**config.mk**
```make
export PLATFORM = sky130hd
export DESIGN_NAME = odet_front
export DESIGN_NICKNAME = d
export VERILOG_FILES = /design/src/sv/odet_pkg.sv /design/src/sv/odet_front.sv
export SDC_FILE = /design/constraint.sdc
export NUM_CORES = 1
export LEC_CHECK = 0
export BUFFER_PORTS_ARGS = -buffer_cell sky130_fd_sc_hd__buf_2
export CAP_MARGIN = 20
export CORE_MARGIN = 4
export CORE_UTILIZATION = 55
export DETAILED_ROUTE_END_ITERATION = 12
export GPL_TIMING_DRIVEN = 0
export PLACE_DENSITY = 0.82
export RECOVER_POWER = 100
export SLEW_MARGIN = 40
export SYNTH_ARGS = -nofsm -noshare
export SYNTH_HDL_FRONTEND = slang
export SYNTH_SLANG_ARGS = --single-unit
```
**constraint.sdc**
```tcl
create_clock -name clk_i -period 2.3 [get_ports clk_i]
set_input_delay 0.115 -clock clk_i [delete_from_list [all_inputs] [get_ports clk_i]]
set_output_delay 0.115 -clock clk_i [all_outputs]
set_load 0.02 [all_outputs]
```
**src/sv/odet_pkg.sv**
```systemverilog
// odet_pkg: shared types and constants of the drum onset detector
// no dependencies; imported by every module of the block
`timescale 1ns / 1ps
`default_nettype none
package odet_pkg;

  // ring memories, indexed by the low bits of the sample, centre and queue counters
  localparam int unsigned RING_AW = 13;
  localparam int unsigned RING_DEPTH = 1 << RING_AW;

  // window and look-ahead ceilings
  localparam logic [11:0] MAX_HALF_WINDOW = 12'd2048;
  localparam logic [10:0] MAX_LOOKAHEAD = 11'd1024;

  // input queue between front and back
  localparam int unsigned IN_FIFO_AW = 2;
  localparam int unsigned IN_FIFO_DEPTH = 1 << IN_FIFO_AW;

  localparam int unsigned CFG_ADDR_W = 5;

  // register indexes
  localparam logic [2:0] REG_ATTACK = 3'd0;
  localparam logic [2:0] REG_RELEASE = 3'd1;
  localparam logic [2:0] REG_HALF_WIN = 3'd2;
  localparam logic [2:0] REG_GAIN = 3'd3;
  localparam logic [2:0] REG_MIN_INT = 3'd4;
  localparam logic [2:0] REG_LOOKAHEAD = 3'd5;
  localparam logic [2:0] REG_STEREO = 3'd6;
  localparam logic [2:0] REG_NOTE = 3'd7;

  // register reset values
  localparam logic [15:0] RST_ATTACK = 16'd64184;
  localparam logic [15:0] RST_RELEASE = 16'd65508;
  localparam logic [11:0] RST_HALF_WIN = 12'd1024;
  localparam logic [17:0] RST_GAIN = 18'd32768;
  localparam logic [15:0] RST_MIN_INT = 16'd2400;
  localparam logic [10:0] RST_LOOKAHEAD = 11'd192;
  localparam logic RST_STEREO = 1'b1;
  localparam logic [6:0] RST_NOTE = 7'd36;

  // item kinds
  localparam logic OP_SAMPLE = 1'b0;
  localparam logic OP_DRAIN = 1'b1;

  typedef struct packed {
    logic [15:0] attack_coeff;
    logic [15:0] release_coeff;
    logic [11:0] half_window_len;
    logic [17:0] sensitivity_gain;
    logic [15:0] min_interval_len;
    logic [10:0] lookahead_len;
    logic stereo_mode;
    logic [6:0] note_number;
  } cfg_t;

  typedef struct packed {
    logic op;
    logic [15:0] x;
  } item_t;

  typedef struct packed {
    logic hit_valid;
    logic [31:0] hit_index;
    logic [15:0] velocity;
    logic [6:0] hit_note;
    logic drained;
  } result_t;

  typedef enum logic [19:0] {
    S_IDLE      = 20'h00001,
    S_ENV1      = 20'h00002,
    S_ENV2      = 20'h00004,
    S_POPB      = 20'h00008,
    S_POPB_CMP  = 20'h00010,
    S_PUSH      = 20'h00020,
    S_CEN_CHK   = 20'h00040,
    S_HEAD_RD   = 20'h00080,
    S_HEAD_CMP  = 20'h00100,
    S_DEC_CHK   = 20'h00200,
    S_DEC_RD    = 20'h00400,
    S_DEC_CMP   = 20'h00800,
    S_WALK_RD   = 20'h01000,
    S_WALK_CMP  = 20'h02000,
    S_LP_RD     = 20'h04000,
    S_DIV_START = 20'h08000,
    S_DIV_WAIT  = 20'h10000,
    S_HIT_OUT   = 20'h20000,
    S_DEC_NEXT  = 20'h40000,
    S_DRAIN_OUT = 20'h80000
  } state_e;

endpackage
`default_nettype wire

```
**src/sv/odet_front.sv**
```systemverilog
// odet_front: rectifies the mono mix of each item and queues it for the back end
// depends on odet_pkg
`timescale 1ns / 1ps
`default_nettype none
module odet_front #(
  parameter int unsigned SAMPLE_BITS = 16
) (
  input  logic                   clk_i,
  input  logic                   rst_ni,
  input  logic                   in_valid_i,
  output logic                   in_ready_o,
  input  logic                   op_i,
  input  logic [SAMPLE_BITS-1:0] left_i,
  input  logic [SAMPLE_BITS-1:0] right_i,
  input  logic                   stereo_i,
  output logic                   item_valid_o,
  input  logic                   item_ready_i,
  output odet_pkg::item_t        item_o
);
  import odet_pkg::*;

  logic signed [SAMPLE_BITS:0] mix;
  logic [SAMPLE_BITS:0] mag;
  logic [SAMPLE_BITS+16:0] scaled;
  item_t in_item;

  item_t fifo_q [IN_FIFO_DEPTH];
  logic [IN_FIFO_AW-1:0] wr_ptr_q, rd_ptr_q;
  logic [IN_FIFO_AW:0] cnt_q;
  logic push, pop;

  // mono mix, magnitude, scaled to q0.16 with saturation
  always_comb begin
    if (stereo_i) begin
      mix = $signed({left_i[SAMPLE_BITS-1], left_i}) + $signed({right_i[SAMPLE_BITS-1], right_i});
    end else begin
      mix = $signed({left_i, 1'b0});
    end
    mag = mix[SAMPLE_BITS] ? (~mix + 1'b1) : mix;
    scaled = {mag, 16'b0} >> SAMPLE_BITS;
    in_item.op = op_i;
    in_item.x = (|scaled[SAMPLE_BITS+16:16]) ? 16'hFFFF : scaled[15:0];
  end

  assign in_ready_o = (cnt_q != (IN_FIFO_AW+1)'(IN_FIFO_DEPTH));
  assign item_valid_o = (cnt_q != '0);
  assign item_o = fifo_q[rd_ptr_q];
  assign push = in_valid_i && in_ready_o;
  assign pop = item_valid_o && item_ready_i;

  always_ff @(posedge clk_i) begin
    if (push) begin
      fifo_q[wr_ptr_q] <= in_item;
    end
  end

  always_ff @(posedge clk_i or negedge rst_ni) begin
    if (!rst_ni) begin
      wr_ptr_q <= '0;
      rd_ptr_q <= '0;
      cnt_q <= '0;
    end else begin
      if (push) wr_ptr_q <= wr_ptr_q + 1'b1;
      if (pop) rd_ptr_q <= rd_ptr_q + 1'b1;
      if (push && !pop) cnt_q <= cnt_q + 1'b1;
      else if (pop && !push) cnt_q <= cnt_q - 1'b1;
    end
  end

endmodule
`default_nettype wire

```
Yosys cells after proc, flatten, opt, wreduce, memory -nomap -nowiden
Memories as Yosys holds them, arrays and structs flattened.
Cells that the tools add are included.
Widths: inputs -> output; s select.
- flip-flop bits (word level): 7
- bits in writable memories: 68
- bits of input ports: 38
- output and inout port bits: 19
- logic and storage cells: 27
- memories: 1
- memory list (memory ; depth ; bits a word ; read ports ; clocked after Yosys merged registers in ; wr ports ; RTL line ; source):
    fifo_q ; 4 ; 17 ; 1 ; 0 ; 1 ; odet_front.sv:27 ; item_t fifo_q [IN_FIFO_DEPTH];
- add/sub/neg operators: 6
- equal/unequal tests: 1
- multiplexer cells: 7
- bitwise logic cells: 1
- reductions and logical operators: 8
- operators by type and width (operator ; number):
    $mux 17 ; 2
    $add 16x16->17 ; 1
    $add 17x1->17 const B ; 1
    $not 17->17 ; 1
    $mux 16 ; 1
    $mux 3 ; 2
    $add 2x1->2 const B ; 2
    $logic_and 1x1->1 ; 4
    $add 3x1->3 const B ; 1
    $ne 3x3->1 const B ; 1
    $reduce_bool 3->1 ; 1
    $sub 3x1->3 const B ; 1
    $logic_not 1->1 ; 2
    $mux 1 ; 2
    $reduce_bool 2->1 ; 1

Depth between registers and ports, before layout
- depth in word-level cells: 6
- gate-level depth with buffers: 12
- gate-level depth less buffers: 11

Least setup slack after synthesis
OpenSTA, ideal clock, no wires.
- path type: input -> register
- start point: in left_i[0]
- end point: mem fifo_q[0][12] (netlist name), data pin
- setup time: 0.275 ns
- data arrival time: 2.705 ns
- slack: -0.680 ns
- cell stages on the path: 11
- path buffers: 0
- cells stage by stage: ha_1 -> inv_1 -> fa_1 -> nand2b_1 -> a211o_1 -> and2_1 -> xnor2_1 -> a2111o_1 -> or4_4 -> a21oi_1 -> o21ai_1
- RTL lines (what ; RTL line ; source):
    start, declared ; odet_front.sv:13 ; input logic [SAMPLE_BITS-1:0] left_i,
    end, declared ; odet_front.sv:27 ;

==> summary.log <==
INFO  run_status     status=finished with violations
INFO  run_status     violations=setup timing
INFO  synthesis      synth_ff_type=edfxtp_1
INFO  clock_network  tritoncts_num_sinks=75
INFO  cells_and_area nets=499
INFO  power_and_ir_drop finalPower=5.15mW
INFO  cells_and_area multi_input_comb_area=2400squm
INFO  power_and_ir_drop power_leakage=1.99nW
INFO  timing         grt_setup_unrepaired=true
INFO  global_routing grt_pass1_wl=15,600um
INFO  synthesis      synth_warnings=0
INFO  die            dieArea=9530squm
INFO  timing         setup_total_negative_slack=-22.20ns
INFO  route          drtAntennaViolNets=0
INFO  cells_and_area postLayoutCellArea=5450squm
INFO  cells_and_area area_delta_synth_final=23.2%
INFO  global_routing globalRouteTotalUtil=20.5%
INFO  synthesis      postSynthNetCount=422
INFO  placed_design  count_of_buffers_inserted_at_the_top_level_ports=55
INFO  clock_network  clkSlewWorstSetupHoldPaths=0.07ns
INFO  die            floorplan.io_pins=57
INFO  synthesis      avgSynthCellArea=12.3squm
INFO  placed_design  dp.final_hpwl=6770um
INFO  cells_and_area layout_common_cells=68 x edfxtp_1, 43 x buf_2, 25 x nand2_1
INFO  route          drt-pass1-iter-count=4
INFO  synthesis      post_synth_fa_ha_maj_area_fraction=7.13%
INFO  critical_path  crit_required=2.39ns
INFO  timing         slew_headroom=39.4%
INFO  synthesis      syn-cell-area=4420squm
INFO  placed_design  dp_slack=-1.05ns
INFO  timing         final.period_utilization=117%
INFO  synthesis      muxShareOfSynthArea=9.63%
INFO  route          route.vias.total=3,193
INFO  global_routing grt_remaining_overflow=0
INFO  route          detail_route.wirelength=9440um
INFO  cells_and_area antennaDiodeCount=0
INFO  timing         timing_worst_slew_pin_value=0.909ns
INFO  power_and_ir_drop power.ir.vdd_worst=0.451mV
INFO  placed_design  gpl.final_weighted_congestion=0.940
INFO  synthesis      synth_top_family_by_area=compound AO/OA/AOI/OAI gates
INFO  route          vias_per_cell=5.88
INFO  synthesis      xor_xnor_fraction_of_synth_area=4.36%
INFO  synthesis      synth_top_cell_area_share=46.2%
INFO  critical_path  worstPathArrival=2.78ns
INFO  synthesis      post_synth_and_or_nand_nor_area_fraction=12.6%
INFO  synthesis      syn_inst=360
INFO  route          drt_iter0_markers=212
INFO  global_routing grt_start_max_net_pins=18
INFO  cells_and_area fillerInstances=575
INFO  die            floorplan.core_area=7770squm
INFO  cells_and_area end_of_flow_core_utilization=70.1%
INFO  timing         final.setup_skew=0.00418ns
INFO  placed_design  dpl_cell_area=4880squm
INFO  clock_network  total_clock_buffers_created_by_cts=9
INFO  timing         timing.fmax=0.372GHz
INFO  synthesis      synth_enable_flop_cells=68
INFO  timing         post-route-worst-setup-slack=-0.391ns
INFO  synthesis      postSynth.asyncResetShare=9.33%
INFO  cells_and_area area.sequential=2220squm
INFO  global_routing first_global_vias=3,264
INFO  min_path       min_path_type=primary input to register
INFO  synthesis      synth.distinct_cells=65
INFO  die            fp.dieH=97.6um
INFO  clock_network  clk_path_buf_depth=2
INFO  synthesis      synth_compound_gate_area_share=13.4%
INFO  die            die_width=97.6um
INFO  timing         drv_slew=0
INFO  die            rows=32
INFO  clock_network  root_buffer=clkbuf_8
INFO  timing         final_period_minus_worst_setup_slack=2.69ns
INFO  clock_network  clk-insertion-delay-late=0.34ns
INFO  critical_path  setup.worst_path.end_class=register
INFO  die            floorplan.initialDensity=56.9%
INFO  synthesis      ys_seq_elements=75
INFO  timing         report.final.setup_viol=72
INFO  critical_path  path_class=primary input to register
INFO  route          drcViolationCount=0
INFO  flow_run       max_cap_violations=0
INFO  power_and_ir_drop power_density=945nW/um^2
INFO  synthesis      seq_area_frac_synth=50.2%
INFO  global_routing initial_antenna_violation_count=0
INFO  route          wl_per_cell=17.4um
INFO  clock_network  htree_num_levels=3
INFO  cells_and_area drive_above_1_share=32.7%
INFO  cells_and_area layout_commonest_cell=edfxtp_1
INFO  critical_path  worst_setup_path_start_kind=primary input
INFO  timing         finalHoldViolations=0
INFO  synthesis      synth.largest_area_cell=edfxtp_1
INFO  synthesis      ranking_of_synthesized_cells_by_area=edfxtp_1 46%, mux4_2 8.7%, ha_1 6.2%, dfrtp_1 4.0%, nand2_1 3.2%
INFO  clock_network  tritoncts=yes
INFO  critical_path  worst-path-max-fanout=4
what timing repair did:
item / in CTS / in global routing
gates cloned: 1 / 0
endpoints found under the setup margin: 73 / 70
endpoints found under the hold margin: 11 / 0
hold buffers: 2 / 0
pin swaps: 16 / 6
resized for setup: 53 / 15
setup buffers: 9 / 0
layout make-up:
| type | instances | area share [%] |
|---|---|---|
| Clock buffer | 9 | 2.27 |
| Clock inverter | 6 | 1.22 |
| Timing Repair Buffer | 67 | 7.03 |
| Buffer | 14 | 1.29 |
| Multi-Input combinational cell | 255 | 44.1 |
| Tap cell | 102 | 2.34 |
| Inverter | 15 | 1.03 |
| Sequential cell | 75 | 40.7 |
flip-flops by register name, indices dropped and copies added, names as in the netlist:
signal	cells
cnt_q	3
fifo_q	68
rd_ptr_q	2
wr_ptr_q	2
cells by family after synthesis:
| family | count (synthesis) |
|---|---|
| AND/OR/NAND/NOR | 107 |
| XOR/XNOR | 22 |
| AO/OA/AOI/OAI | 81 |
| adder cells (fa/ha/maj) | 24 |
| buffers and inverters | 30 |
| multiplexers | 21 |
| flip-flops | 75 |
cell usage after synthesis, types with 4 or more instances:
cell type and count:
edfxtp_1 68, nand2_1 38, ha_1 22, mux4_2 17
a21oi_1 16, inv_1 14, nor2_1 14, xnor2_1 13
o21ai_0 12, nand3_1 10, clkbuf_1 9, xor2_1 9
and3_1 7, dfrtp_1 7, nand2b_1 6, o21ai_1 6
a211oi_1 5, buf_2 5, nand4_1 5, nor2b_1 5
o21a_1 5, nor3_1 4, o211ai_1 4
power by group:
group / leakage (nW) / switching (mW) / total, mW / internal [mW]
logic: 1.19 / 1.24 / 2.11 / 0.871
clock network: 0.0894 / 0.468 / 0.964 / 0.496
registers: 0.706 / 0.157 / 2.07 / 1.91
layer usage:
layer	up-vias	global-route usage [%]	routed length, um
met4	0	6.28	110
met5	-	0	0
met3	13	3.37	459
li1	1536	-	-
met2	96	37.2	4960
met1	1548	24.8	3920
critical path, cell delays in order:
cell and delay, ns:
buf_6 0.07, ha_4 0.13, inv_2 0.03, fa_2 0.33, nand2b_4 0.15, a211o_4 0.35
and2_4 0.20, xnor2_4 0.13, a2111o_1 0.47, or4_4 0.54, a21oi_4 0.18, o21ai_4 0.08
worst paths after layout:
check,start,end,slack [ns],depth (start not counted)
max,right_i[0],fifo_q[0][12]$_DFFE_PP_,-0.39,12
min,item_ready_i,rd_ptr_q[0]$_DFFE_PN0P_,0.09,3
max reg2reg,cnt_q[0]$_DFFE_PN0P_,cnt_q[2]$_DFFE_PN0P_,0.15,8
min reg2reg,cnt_q[2]$_DFFE_PN0P_,cnt_q[2]$_DFFE_PN0P_,0.51,1
max in group asynchronous,rst_ni,rd_ptr_q[1]$_DFFE_PN0P_,1.84,2
min in group asynchronous,rst_ni,wr_ptr_q[1]$_DFFE_PN0P_,0.19,2
through the flow:
| step | instances | hold WS [ns] |
|---|---|---|
| after detailed placement | 517 | -0.0462 |
| after CTS | 543 | 0.0751 |
| after global placement | 517 | -0.0518 |
| after floorplan | 360 | -0.181 |
| after global routing | 543 | 0.0814 |
| final | 543 | 0.0875 |
Power figures use the tool's default switching activity.
